`config.mk`:
```
export PLATFORM = sky130hd
export DESIGN_NAME = pgs_sqrt_cell
export DESIGN_NICKNAME = d
export VERILOG_FILES = /design/src/rtl/pgs_pkg.sv /design/src/rtl/pgs_sqrt_cell.sv
export SDC_FILE = /design/constraint.sdc
export NUM_CORES = 1
export LEC_CHECK = 0
export BUFFER_PORTS_ARGS = -buffer_cell sky130_fd_sc_hd__clkbuf_2
export CORE_MARGIN = 1
export CORE_UTILIZATION = 50
export CTS_CLUSTER_DIAMETER = 40
export DETAILED_ROUTE_END_ITERATION = 8
export PLACE_DENSITY = 0.78
export SETUP_SLACK_MARGIN = 0.3
export SLEW_MARGIN = 40
export SYNTH_ARGS = -nofsm -noshare
export SYNTH_HDL_FRONTEND = slang
export SYNTH_SLANG_ARGS = --single-unit
```
`constraint.sdc`:
```
create_clock -name clk_i -period 0.8 [get_ports clk_i]
set_input_delay 0.16 -clock clk_i [delete_from_list [all_inputs] [get_ports clk_i]]
set_output_delay 0.16 -clock clk_i [all_outputs]
set_load 0.05 [all_outputs]
```
`src/rtl/pgs_pkg.sv`:
```
// Shared constants and types for the polar Gaussian sampler.
// No dependencies; used by the cells and by the top level.
`default_nettype none

package pgs_pkg;

  // Mantissa of the log unit is Q1.30, held in 31 bits.
  localparam int unsigned M_FRAC    = 30;
  localparam int unsigned MANT_W    = 31;
  // Fraction bits of the base-two logarithm.
  localparam int unsigned LOG_FRAC  = 24;
  // Quotient bits of x1^2 / w in Q1.32 (the value can reach 1.0).
  localparam int unsigned DIV_STEPS = 33;
  // Width of the standard deviation and mean registers.
  localparam int unsigned STD_W     = 31;
  localparam int unsigned MEAN_W    = 32;

  // 2 ln 2 in Q.30, rounded to nearest.
  localparam logic [MANT_W-1:0] TWO_LN2_Q30 = 31'h58B90BFC;

  // Configuration register indexes.
  localparam int unsigned CFG_IDX_W = 2;
  typedef enum logic [CFG_IDX_W-1:0] {
    CFG_MEAN = 2'd0,
    CFG_STD  = 2'd1
  } cfg_reg_e;

endpackage

`default_nettype wire

```
`src/rtl/pgs_sqrt_cell.sv`:
```
// One cell of the integer square root chain: settles one result bit.
// Depends on pgs_pkg.
`default_nettype none

module pgs_sqrt_cell
  import pgs_pkg::*;
#(
  parameter int unsigned XW = 41,
  parameter int unsigned K  = 0
) (
  input  wire logic          clk_i,
  input  wire logic          rst_ni,
  input  wire logic          en_i,
  input  wire logic          valid_i,
  input  wire logic          neg_i,
  input  wire logic [XW-1:0] x_i,
  input  wire logic [XW-1:0] res_i,
  output logic               valid_o,
  output logic               neg_o,
  output logic [XW-1:0]      x_o,
  output logic [XW-1:0]      res_o
);

  localparam logic [XW-1:0] BIT = {{(XW-1){1'b0}}, 1'b1} << (2*K);

  logic [XW-1:0] trial;
  logic [XW-1:0] x_d;
  logic [XW-1:0] res_d;

  // Try to subtract res + bit; the result bit is set when it fits.
  always_comb begin
    trial = res_i + BIT;
    if (x_i >= trial) begin
      x_d   = x_i - trial;
      res_d = (res_i >> 1) + BIT;
    end else begin
      x_d   = x_i;
      res_d = res_i >> 1;
    end
  end

  always_ff @(posedge clk_i or negedge rst_ni) begin
    if (!rst_ni) begin
      valid_o <= 1'b0;
    end else if (en_i) begin
      valid_o <= valid_i;
    end
  end

  always_ff @(posedge clk_i) begin
    if (en_i) begin
      neg_o <= neg_i;
      x_o   <= x_d;
      res_o <= res_d;
    end
  end

endmodule

`default_nettype wire

```
==> impl_metrics.toml, run 1 <==
[cts]
root_buffer = "clkbuf_16"
ctsHtreeMaxLevel = 3
cts_buffers = 9
clock_path_buffers = 2
clock-sinks = 84

[synthesis]
synth_flop_cell = "edfxtp_1"
ys_warn_count = 0
netlist_instances = 800
synth-seq-cells = 84
synth.area.top_cells = "edfxtp_1, xor2_1, ha_1, xnor2_1, nor2_1"
yosysTopAreaCell = "edfxtp_1"
synth_top_area_share_pct = 34.0
synth_cell_types = 70
syn_nets = 931
synth-edff-count = 83
syn_area_um2 = 7330
syn_area_per_cell_um2 = 9.16
ys_seq_area_share_pct = 34.3
async_flop_share_pct = 1.19

[floorplanning]
initial_core_util_pct = 52.0
fp.dieW_um = 123
fp.dieH_um = 123
num_io_pins = 171
rows = 43

[placement]
dp_hpwl_um = 20200
place_ws_ps = -3570
routabilityCongestion = 0.975
io_buffers = 170

[outcome]
run.stop_error = "[ERROR DPL-0038] Utilization greater than 100%, impossible to legalize"
outcome = "did not finish"
lastStage = "global routing (5_1_grt)"

[timing]
worst_endpoint = "x_o[4]$_DFFE_PP_/D"
endpoint_type = "register input"

[grt]
grt_max_degree = 29
-- cells in the mapped netlist, types with 3 or more instances --
cell	number
a31oi_1	4
nand2_1	75
clkbuf_1	17
and4_1	11
o21ai_0	19
and3_1	7
o2111ai_1	3
nor4_1	6
a21oi_2	20
xor2_1	62
o31ai_1	3
nor2_1	82
nor4_2	16
ha_1	43
buf_6	5
o21a_1	7
or3_1	10
a21o_1	19
edfxtp_1	83
o21ai_1	10
buf_2	20
inv_1	14
a31o_1	3
o211ai_1	6
a211oi_1	3
a21oi_1	48
nand3_1	31
nor2b_1	4
o21bai_1	6
xnor2_1	47
and2_1	6
or2_2	3
or2_1	6
nand2b_1	5
nand4_1	23
nor3_1	23
buf_1	3
-- repair_timing --
action / 4_1_cts
endpoints found under the setup margin: 178
hold buffers: 1
gates cloned: 10
resized for setup: 309
pin swaps: 35
hold endpoints to repair: 2
buffers inserted: 50
-- stage by stage --
step / util [%] / instance area (um^2) / TNS [ps] / instances
after global placement: 76.2 / 10700 / -273380 / 1403
after CTS: 93.0 / 13100 / -251380 / 1480
after detailed placement: 76.2 / 10700 / -283390 / 1403
after floorplan: - / 7650 / -246810 / 800
-- kinds of logic after synthesis --
| group | after synthesis | share of synthesized area [%] |
|---|---|---|
| fa+ha+maj | 44 | 7.61 |
| flops | 84 | 34.3 |
| simple gates | 321 | 23.5 |
| mux | 4 | 0.580 |
| xor+xnor | 109 | 13.0 |
| compound gates | 175 | 16.8 |
| buf+inv | 63 | 4.18 |
==> run 2: changes to the inputs <==
- CORE_UTILIZATION: 50 -> 35
- CTS_CLUSTER_DIAMETER: 40 -> not set
- PLACE_DENSITY: 0.78 -> not set
- PLACE_DENSITY_LB_ADDON: not set -> 0.15
- SETUP_SLACK_MARGIN: 0.3 -> not set
- clock period: 0.8 -> 1 ns (I/O delays scaled with it)
==> run 2 against run 1 <==
  * The flow now finishes, with violations (setup timing)
  * Area after synthesis unchanged
  * Synthesized cell count unchanged
==> impl_metrics.toml, run 2 <==
[timing]
drv_slew = 0
worst_pin_slew_ps = 451
fmax_mhz = 269
period_minus_slack_ps = 3710
period_share_pct = 371
rsz0062_at_grt = "true"
hold_slack_ps = 16.3
hold_viol = 0
setup_viol = 166
layout_setup_ws_ps = -2710
finalSetupTns_ps = -226140
final.setup_skew_ps = 0
relSlewSlack_pct = 69.6

[outcome]
outcome = "complete, but fails checks"
violations = "setup timing"

[placement]
io_buffers = 170
placed_area_um2 = 11000
dp.cells = 1517
routabilityCongestion = 0.919
place_ws_ps = -3350
dp_hpwl_um = 20800

[pwr]
power.total_mw = 15.9
pwr_density_cell_nw_per_um2 = 1170
p_seq_share_pct = 28.9
p_leak_nw = 6.00
p_comb_share_pct = 50.0
p_switching_mw = 6.10
power.share.clock_pct = 21.1
ir_drop_uv = 827
power_switching_share_pct = 38.4
p_int_mw = 9.81

[cells_and_area]
largestRegisters = "res_o x41, x_o x41"
final_common_cell = "buf_4"
post-route-util_pct = 66.7
layout_common_cells = "buf_4, edfxtp_1, clkbuf_2"
syn_to_final_growth_pct = 85.3
diodes = 0
layout.cells.non_filler = 1585
fillers = 1612
drive_gt1_share_pct = 57.0
fin_area_um2 = 13600
final_nets = 1441

[worst_setup_path]
cp-end-kind = "register"
worstPathArrival_ps = 3810
cp_data_required_time_ps = 1100
cp_max_fo = 8
critPathLaunchType = "primary input"
crit_type = "in -> reg"
r2r_slack_ps = 90

[synthesis]
synth_top_area_share_pct = 34.0
ys_warn_count = 0
synth.most_common_cell = "edfxtp_1"
synth_flop_cell = "edfxtp_1"
syn_area_um2 = 7330
synth.area.top_cells = "edfxtp_1, xor2_1, ha_1, xnor2_1, nor2_1"
yosysTopAreaCell = "edfxtp_1"
ys_top_cells_by_count = "edfxtp_1, nor2_1, nand2_1, xor2_1, a21oi_1"
synth_cell_types = 70
syn_area_per_cell_um2 = 9.16
ys_seq_area_share_pct = 34.3
synth-seq-cells = 84
netlist_instances = 800
syn_nets = 931
synth-edff-count = 83
async_flop_share_pct = 1.19

[detailed_routing]
ant_nets = 0
drt_wl_total_um = 28200
viasPerCell = 5.09
route.detailed.drc = 0
detail_route.iter0.violations = 394
dr.pass1.iters = 5
vias = 8074
wire_per_inst_um = 17.8

[floorplanning]
fp.dieH_um = 147
fp.dieW_um = 147
num_io_pins = 171
die-area_um2 = 21500
core_area_um2 = 20400
initial_core_util_pct = 36.0
rows = 52

[cts]
root_buffer = "clkbuf_16"
clk_latency_ps = 350
clock-sinks = 84
cts_tree = "done"
clk_pin_slew_ps = 80
ctsHtreeMaxLevel = 3
clock_path_buffers = 2
cts_buffers = 9

[grt]
grt_pass1_wl_um = 42200
gr-total-overflow = 0
grt_antenna_before_repair = 0
grt_max_degree = 29
grt_pass1_vias = 7974
grtUsageTotal_pct = 25.5

[hold_path]
hold_class = "in -> reg"

[flow_run]
max-cap-violations = 0
run 2: cell counts after synthesis:
Identical to the previous run, type by type.
run 2: worst max-delay path: stages:
cell and delay, ps:
buf_6 70, and4_4 250, nand3_4 70, or2_4 250
nor2_4 160, nand2_4 60, or2_4 270, buf_6 140
nor2_4 130, xnor2_2 110, ha_4 300, and4_1 190
and4_1 190, and2b_2 210, o2111ai_4 140, a31oi_4 280
nor2_4 110, buf_8 150, buf_12 130, nor4_4 270
xor2_1 90
run 2: cell families (layout without fill, tap and decap cells):
family,after synthesis,count (layout),share of synthesized area (%)
compound gates,175,175,16.8
xor+xnor,109,109,13.0
simple gates,321,323,23.5
buf+inv,63,576,4.18
flops,84,84,34.3
fa+ha+maj,44,44,7.61
mux,4,4,0.580
run 2: power by group through the flow:
stage / sequential [mW] / combinational (mW) / clock [mW]
CTS: 4.57 / 7.43 / 3.43
global route: 4.63 / 8.40 / 3.55
detailed placement: 4.58 / 6.21 / 0
finish: 4.59 / 7.95 / 3.36
floorplan: 5.96 / 2.37 / 0
global placement: 4.58 / 6.19 / 0
run 2: final cells by class:
class / instances / area (um^2) / share of cell area, %
clock inverter: 7 / 58.8 / 0.433
timing repair buffer: 544 / 4830 / 35.6
clock buffer: 9 / 225 / 1.66
inverter: 16 / 60.1 / 0.442
tap: 270 / 338 / 2.49
sequential: 84 / 2520 / 18.5
multi-input combinational: 655 / 5550 / 40.9
run 2: metal layers:
metal	vias up	GRT usage [%]	wire (um)
li1	3961	-	-
met1	3844	32.3	12100
met2	231	44.6	13900
met3	38	4.25	1530
met4	0	6.56	612
met5	-	0	0
run 2: worst paths after layout:
check                      cells after the start       from   endpoint
max                                           21  res_i[11]  res_o[11]
min                                            1      neg_i      neg_o
max reg2reg                                    2    valid_o    valid_o
min reg2reg                                    2    valid_o    valid_o
max in group asynchronous                      2     rst_ni    valid_o
min in group asynchronous                      2     rst_ni    valid_o
run 2: what timing repair did:
action / CTS / global route
endpoints found under the setup margin: 166 / 166
gates cloned: 7 / 5
buffers inserted: 18 / 25
pin swaps: 42 / 53
endpoints found under the hold margin: 1 / 0
hold buffers: 1 / 0
gates resized for setup: 271 / 111
(Power assumes the default switching activity.)
