==> src/rtl/pgs_pkg.sv <==
// Shared constants and types for the polar Gaussian sampler.
// No dependencies; used by the cells and by the top level.
`default_nettype none

package pgs_pkg;

  // Mantissa of the log unit is Q1.30, held in 31 bits.
  localparam int unsigned M_FRAC    = 30;
  localparam int unsigned MANT_W    = 31;
  // Fraction bits of the base-two logarithm.
  localparam int unsigned LOG_FRAC  = 24;
  // Quotient bits of x1^2 / w in Q1.32 (the value can reach 1.0).
  localparam int unsigned DIV_STEPS = 33;
  // Width of the standard deviation and mean registers.
  localparam int unsigned STD_W     = 31;
  localparam int unsigned MEAN_W    = 32;

  // 2 ln 2 in Q.30, rounded to nearest.
  localparam logic [MANT_W-1:0] TWO_LN2_Q30 = 31'h58B90BFC;

  // Configuration register indexes.
  localparam int unsigned CFG_IDX_W = 2;
  typedef enum logic [CFG_IDX_W-1:0] {
    CFG_MEAN = 2'd0,
    CFG_STD  = 2'd1
  } cfg_reg_e;

endpackage

`default_nettype wire

==> src/rtl/pgs_div_log_cell.sv <==
// One cell of the divider and logarithm chain: a restoring division step
// on x1^2 / w and, when enabled, one squaring step of the log2 fraction.
// Depends on pgs_pkg.
`default_nettype none

module pgs_div_log_cell
  import pgs_pkg::*;
#(
  parameter int unsigned WW     = 30,
  parameter int unsigned EW     = 5,
  parameter bit          DO_LOG = 1'b1
) (
  input  wire logic                 clk_i,
  input  wire logic                 rst_ni,
  input  wire logic                 en_i,
  input  wire logic                 valid_i,
  input  wire logic                 neg_i,
  input  wire logic [EW-1:0]        e_i,
  input  wire logic [WW:0]          rem_i,
  input  wire logic [WW-1:0]        w_i,
  input  wire logic [DIV_STEPS-1:0] r_i,
  input  wire logic [MANT_W-1:0]    m_i,
  input  wire logic [LOG_FRAC-1:0]  f_i,
  output logic                      valid_o,
  output logic                      neg_o,
  output logic [EW-1:0]             e_o,
  output logic [WW:0]               rem_o,
  output logic [WW-1:0]             w_o,
  output logic [DIV_STEPS-1:0]      r_o,
  output logic [MANT_W-1:0]         m_o,
  output logic [LOG_FRAC-1:0]       f_o
);

  logic                 take;
  logic [WW:0]          diff;
  logic [WW:0]          rem_sel;
  logic [WW:0]          rem_d;
  logic [DIV_STEPS-1:0] r_d;
  logic [MANT_W-1:0]    m_d;
  logic [LOG_FRAC-1:0]  f_d;

  // Division step: subtract the divisor when it fits and shift the remainder.
  always_comb begin
    take    = (rem_i >= {1'b0, w_i});
    diff    = rem_i - {1'b0, w_i};
    rem_sel = take ? diff : rem_i;
    rem_d   = {rem_sel[WW-1:0], 1'b0};
    r_d     = {r_i[DIV_STEPS-2:0], take};
  end

  // Logarithm step: square the mantissa and renormalize on overflow.
  if (DO_LOG) begin : g_log
    logic [2*MANT_W-1:0] sq;
    logic [MANT_W:0]     sq_sh;
    always_comb begin
      sq    = {{MANT_W{1'b0}}, m_i} * {{MANT_W{1'b0}}, m_i};
      sq_sh = sq[M_FRAC +: MANT_W+1];
      if (sq_sh[MANT_W]) begin
        m_d = sq_sh[MANT_W:1];
        f_d = {f_i[LOG_FRAC-2:0], 1'b1};
      end else begin
        m_d = sq_sh[MANT_W-1:0];
        f_d = {f_i[LOG_FRAC-2:0], 1'b0};
      end
    end
  end else begin : g_pass
    always_comb begin
      m_d = m_i;
      f_d = f_i;
    end
  end

  // Valid bit of the cell.
  always_ff @(posedge clk_i or negedge rst_ni) begin
    if (!rst_ni) begin
      valid_o <= 1'b0;
    end else if (en_i) begin
      valid_o <= valid_i;
    end
  end

  // Payload registers.
  always_ff @(posedge clk_i) begin
    if (en_i) begin
      neg_o <= neg_i;
      e_o   <= e_i;
      rem_o <= rem_d;
      w_o   <= w_i;
      r_o   <= r_d;
      m_o   <= m_d;
      f_o   <= f_d;
    end
  end

endmodule

`default_nettype wire

==> config.mk <==
export PLATFORM = sky130hd
export DESIGN_NAME = pgs_div_log_cell
export DESIGN_NICKNAME = d
export VERILOG_FILES = /design/src/rtl/pgs_pkg.sv /design/src/rtl/pgs_div_log_cell.sv
export SDC_FILE = /design/constraint.sdc
export NUM_CORES = 2
export LEC_CHECK = 0
export ABC_AREA = 0
export BUFFER_PORTS_ARGS = -buffer_cell sky130_fd_sc_hd__buf_2
export CORE_MARGIN = 5
export CORE_UTILIZATION = 45
export DETAILED_ROUTE_END_ITERATION = 10
export PLACE_DENSITY = 0.66
export SLEW_MARGIN = 20
export SYNTH_ARGS = -nofsm -noshare
export SYNTH_HDL_FRONTEND = slang
export SYNTH_SLANG_ARGS = --single-unit
==> constraint.sdc <==
create_clock -name clk_i -period 0.8 [get_ports clk_i]
set_input_delay 0.24 -clock clk_i [delete_from_list [all_inputs] [get_ports clk_i]]
set_output_delay 0.24 -clock clk_i [all_outputs]
set_load 0.02 [all_outputs]
* Word level (Yosys, flattened, before mapping)
Index checks and enable logic that the tools add are counted.
** Storage, ports and cells
- Bits in registers :: 155
- Input bits :: 159
** Operators by class
- $add $sub $neg :: 1
- Multiply operators :: 1
- Magnitude comparators :: 1
- Mux-type cells :: 3
** Operators by type and width (number)
- 31-bit by 31-bit multiplier with 62-bit output :: 1
- 30-bit 2-to-1 mux :: 2
- 31-bit by 30-bit greater-or-equal comparator with 1-bit output :: 1
- 30-bit subtractor :: 1
- 1-bit 2-to-1 mux :: 1

* Depth between registers and ports, before layout
- Depth in word-level cells :: 2
- Depth in mapped cells :: 31
- Gate-level depth less buffers :: 28

* Worst setup path before layout
Ideal clock, no wire load.
- Kind :: input to register
- Start :: input port m_i[26]
- End :: register m_o[25] (data pin)
- Library setup time :: 0.260 ns
- Data arrival time :: 7.394 ns
- Path slack :: -6.854 ns
- Stages :: 28
- Path buffers :: 3
- Cells stage by stage :: clkbuf_1 clkbuf_1 nand2_1 fa_1 inv_1 fa_1 fa_1 inv_1 fa_1 inv_1 fa_1 fa_1 fa_1 inv_1 fa_1 inv_1 ha_1 buf_2 nand2_1 a21o_1 or3b_1 o211a_1 a211o_1 o41ai_4 nor2_2 a31oi_1 xnor2_1 mux2_2
** On the way
- Longest elaborated chain between the ends :: 2
** RTL lines
- start, declared :: RTL line pgs_div_log_cell.sv:22 : input wire logic [MANT_W-1:0] m_i,
- 31-bit by 31-bit multiplier with 62-bit output :: RTL line pgs_div_log_cell.sv:56 : sq = {{MANT_W{1'b0}}, m_i} * {{MANT_W{1'b0}}, m_i};
- 30-bit 2-to-1 mux :: RTL line pgs_div_log_cell.sv:58 : if (sq_sh[MANT_W]) begin
- net m_d[25] :: RTL line pgs_div_log_cell.sv:39 : logic [MANT_W-1:0] m_d;
- end signal, assigned :: RTL line pgs_div_log_cell.sv:90 : m_o <= m_d;
- end, declared :: RTL line pgs_div_log_cell.sv:30 : output logic [MANT_W-1:0] m_o,
The timed path passes the listed nets, and every way through them passes these cells.
A chain may end at the register's enable or synchronous reset.

* Worst setup path in the final report
- Start :: input port m_i[15]
- End :: register m_o[28] (data pin)
Same word-level chain as after synthesis.

==> results.txt <==
----------------------------------------------------
[Outcome]
  Result of the run ... finished with violations
  Violated checks ... negative setup slack

[Placement]
  Final Wtd Congestion ... ~0.89
  HPWL Detailed ... around 81,000 µm
  Count of buffers from port buffering ... 311

[STA]
  RSZ-0062 raised after global routing ... yes
  Max Freq ... 138 MHz
  Final period demand of the worst path ... 7.27 ns
  Number of hold violations in the final report ... 0
  Clock skew after layout ... 0 ns
  Worst slew pin tran ... 0.604 ns
  Final sum of negative setup slack ... -319.39 ns
  WHS ... ~0.010 ns
  Endpoints failing setup ... 218
  Slew margin rel. ... 0.593
  Setup WS post-layout ... -6.47 ns
  Period utilisation layout ... 9.08
  Final-report max-slew violation count ... 0

[Clock tree]
  CTS clock-pin slew for the worst setup and hold paths ... 0.06 ns
  Buffers from clock root to sink, at most ... 2
  TritonCTS Sinks ... 155
  Clock tree from TritonCTS ... built
  TritonCTS buffer count ... 17
  Clock root buffer master ... sky130_fd_sc_hd__clkbuf_16
  Level count of the clock H-tree ... 4
  Skew-Pair Late Insertion Delay ... around 0.45 ns

[Layout]
  Storage element area ... 0.00465 mm²
  Area growth syn-to-layout ... 35.5%
  Fin util ... 0.615
  Area occupied by multi-input gates ... 0.0266 mm²
  Layout cell share with drive strength beyond 1 ... 0.308
  Fill cell instance count of the final layout ... 5,925
  Total number of nets in the final design ... between 5k and 6k

[Logic synthesis]
  Yosys reg bits ... 155
  Share of synthesized area occupied by flip-flops and latches ... 0.137
  Main area contributors after synthesis ... sky130_fd_sc_hd__fa_1, sky130_fd_sc_hd__edfxtp_1, sky130_fd_sc_hd__ha_1
  Warnings from Yosys ... 0
  Leading area contributor after synthesis ... sky130_fd_sc_hd__fa_1
  Combined area of all synthesized cells ... 0.0338 mm²
  Number of distinct library cell variants in the gate-level netlist after synthesis ... 67
  Number of synthesized flops with an enable pin ... between 150 and 200
  Area fraction of the dominant cell type after synthesis ... 0.443
  Most frequent cells after synthesis ... sky130_fd_sc_hd__inv_1, sky130_fd_sc_hd__fa_1, sky130_fd_sc_hd__nand2_1
  Dominant register cell in the synthesized netlist ... sky130_fd_sc_hd__edfxtp_1
  Share of flip-flops with an asynchronous set or reset after synthesis ... 0.00645
  Average footprint of a synthesized cell ... 10.0 µm²
  Nets in the synthesized netlist ... 4,585
  Most frequent cell after synthesis ... sky130_fd_sc_hd__inv_1
  Synthesized instance count ... 3,379

[Setup path]
  Worst-path cell with the longest stage delay ... sky130_fd_sc_hd__fa_1
  Startpoint of the worst-slack reg-to-reg timing path ... valid_o
  Dominant delay contributor by cell family on the critical path ... adder cells
  Type of destination of the critical path ... flop
  Largest stage delay on the critical path ... 0.55 ns
  Critical Path RT ... 0.99 ns
  Worst-path fanout max ... 6
  Arrival @ worst endpoint ... roughly 7.5 ns
  Critical path class ... in -> reg
  Critical path buffer and inverter count ... 8
  Cell repeated most along the worst path ... sky130_fd_sc_hd__fa_1
  Startpoint of the most critical setup path ... m_i[15]
  Startpoint type of the worst setup path ... input port

[Global route]
  Via count of the first global-routing pass ... 29.7k
  Wire length of the first global-routing pass ... about 160,000 µm
  All-Layer GR Usage ... 0.243
  Pin count of the biggest net entering global routing ... 21
  Number of antenna violations at the first check in global routing ... 1
  Overflow left after global routing ... 0

[Routing]
  Vias after detailed routing ... 26.5k
  Number of nets with antenna violations after routing ... 0
  Post-DR vias/cell ... between 4 and 5
  DRC violations left ... 0
  Routed Wire Length ... 98,200 µm
  Starting DRC count in detailed routing ... about 1.6k
  Average wire per cell in the routed design ... 18.4 µm
  Drt pass-1 iters ... 5

[Flow run]
  Number of maximum-capacitance violations ... 0

[Hold path]
  Classification of the worst-slack hold path ... in -> reg
  Worst Min Path Start ... w_i[20]

[Floorplanning]
  Floorplan row count ... 100
  Initial cell density of the core ... 0.454
  Full die area ... 0.0807 mm²
  Die Ht ... 284 µm
  Top-Level Pins ... 315
  Die width ... approximately 280 µm
  Placeable core area ... 0.0744 mm²

----------------------------------------------------
-- sequential cells by signal, indices dropped and copies added (netlist names) --
name and flops:
w_o 30, f_o 24, m_o 31, neg_o 1, rem_o 30, r_o 33
valid_o 1, e_o 5
-- kinds of logic after synthesis --
family                     count (synthesis)  synth area share
xor gates and xnor gates                  82            0.0215
muxes                                     36            0.0115
buffers and inverters                   1064             0.119
AOI/OAI and AO/OA                        295            0.0574
and+or+nand+nor                          699            0.0998
adders and majority gates               1047             0.553
DFF                                      155             0.137
other                                      1          0.000111
-- through the flow --
step / area [µm²] / setup slack, ns / instances
detailed placement: 41400 / -7.39 / 5144
CTS: 44800 / -6.39 / 5306
global placement: 41400 / -7.26 / 5144
global route: 45800 / -6.64 / 5328
floorplan: 34800 / -6.57 / 3379
finish: 45800 / -6.47 / 5328
-- final timing paths --
path,endpoint,slack (ns),depth (start not counted)
max,m_o[28],-6.47,28
min,w_o[20],0.01,1
max reg2reg,valid_o,0.01,1
min reg2reg,valid_o,0.55,1
max in group asynchronous,valid_o,0.62,2
min in group asynchronous,valid_o,0.09,2
-- layout by cell type (no fill, tap or decap), types with 35 or more instances in the layout --
cell,n
sky130_fd_sc_hd__inv_1,911
sky130_fd_sc_hd__fa_1,715
sky130_fd_sc_hd__buf_4,592
sky130_fd_sc_hd__nand2_1,274
sky130_fd_sc_hd__ha_1,273
sky130_fd_sc_hd__buf_6,170
sky130_fd_sc_hd__and2_1,166
sky130_fd_sc_hd__buf_2,156
sky130_fd_sc_hd__edfxtp_1,154
sky130_fd_sc_hd__dlygate4sd3_1,78
sky130_fd_sc_hd__nor2_1,68
sky130_fd_sc_hd__a21oi_1,66
sky130_fd_sc_hd__xnor2_1,43
sky130_fd_sc_hd__a21o_1,41
sky130_fd_sc_hd__a21oi_2,35
sky130_fd_sc_hd__buf_12,35
-- final cells by class --
class,instances,share of cell area
diodes,1,0.0000546
clock buffers,18,0.00937
clock inverters,14,0.00262
inverters,950,0.0791
multi-input cells,2160,0.581
flip-flops and latches,155,0.101
well taps,969,0.0265
repair buffers,1061,0.200
-- per-layer routing --
layer / wire length, µm / vias up / part of all wire / global-route usage
li1: - / 12100 / - / -
met1: 37500 / 13400 / 0.38 / 0.301
met2: 52600 / 757 / 0.54 / 0.449
met3: 4300 / 220 / 0.044 / 0.0258
met4: 3810 / 0 / 0.039 / 0.0746
met5: 0 / - / 0 / 0
-- repair_timing --
| action | CTS | global route |
|---|---|---|
| endpoints found under the setup margin | 218 | 219 |
| hold buffers | 78 | 0 |
| gates resized for setup | 439 | 231 |
| setup buffers | 51 | 28 |
| cloned | 4 | 5 |
| pin swaps | 159 | 95 |
| hold endpoints to repair | 78 | 0 |
Power is not shown: default switching activity piles up to over one toggle a cycle in this logic, so the estimate is an artifact.
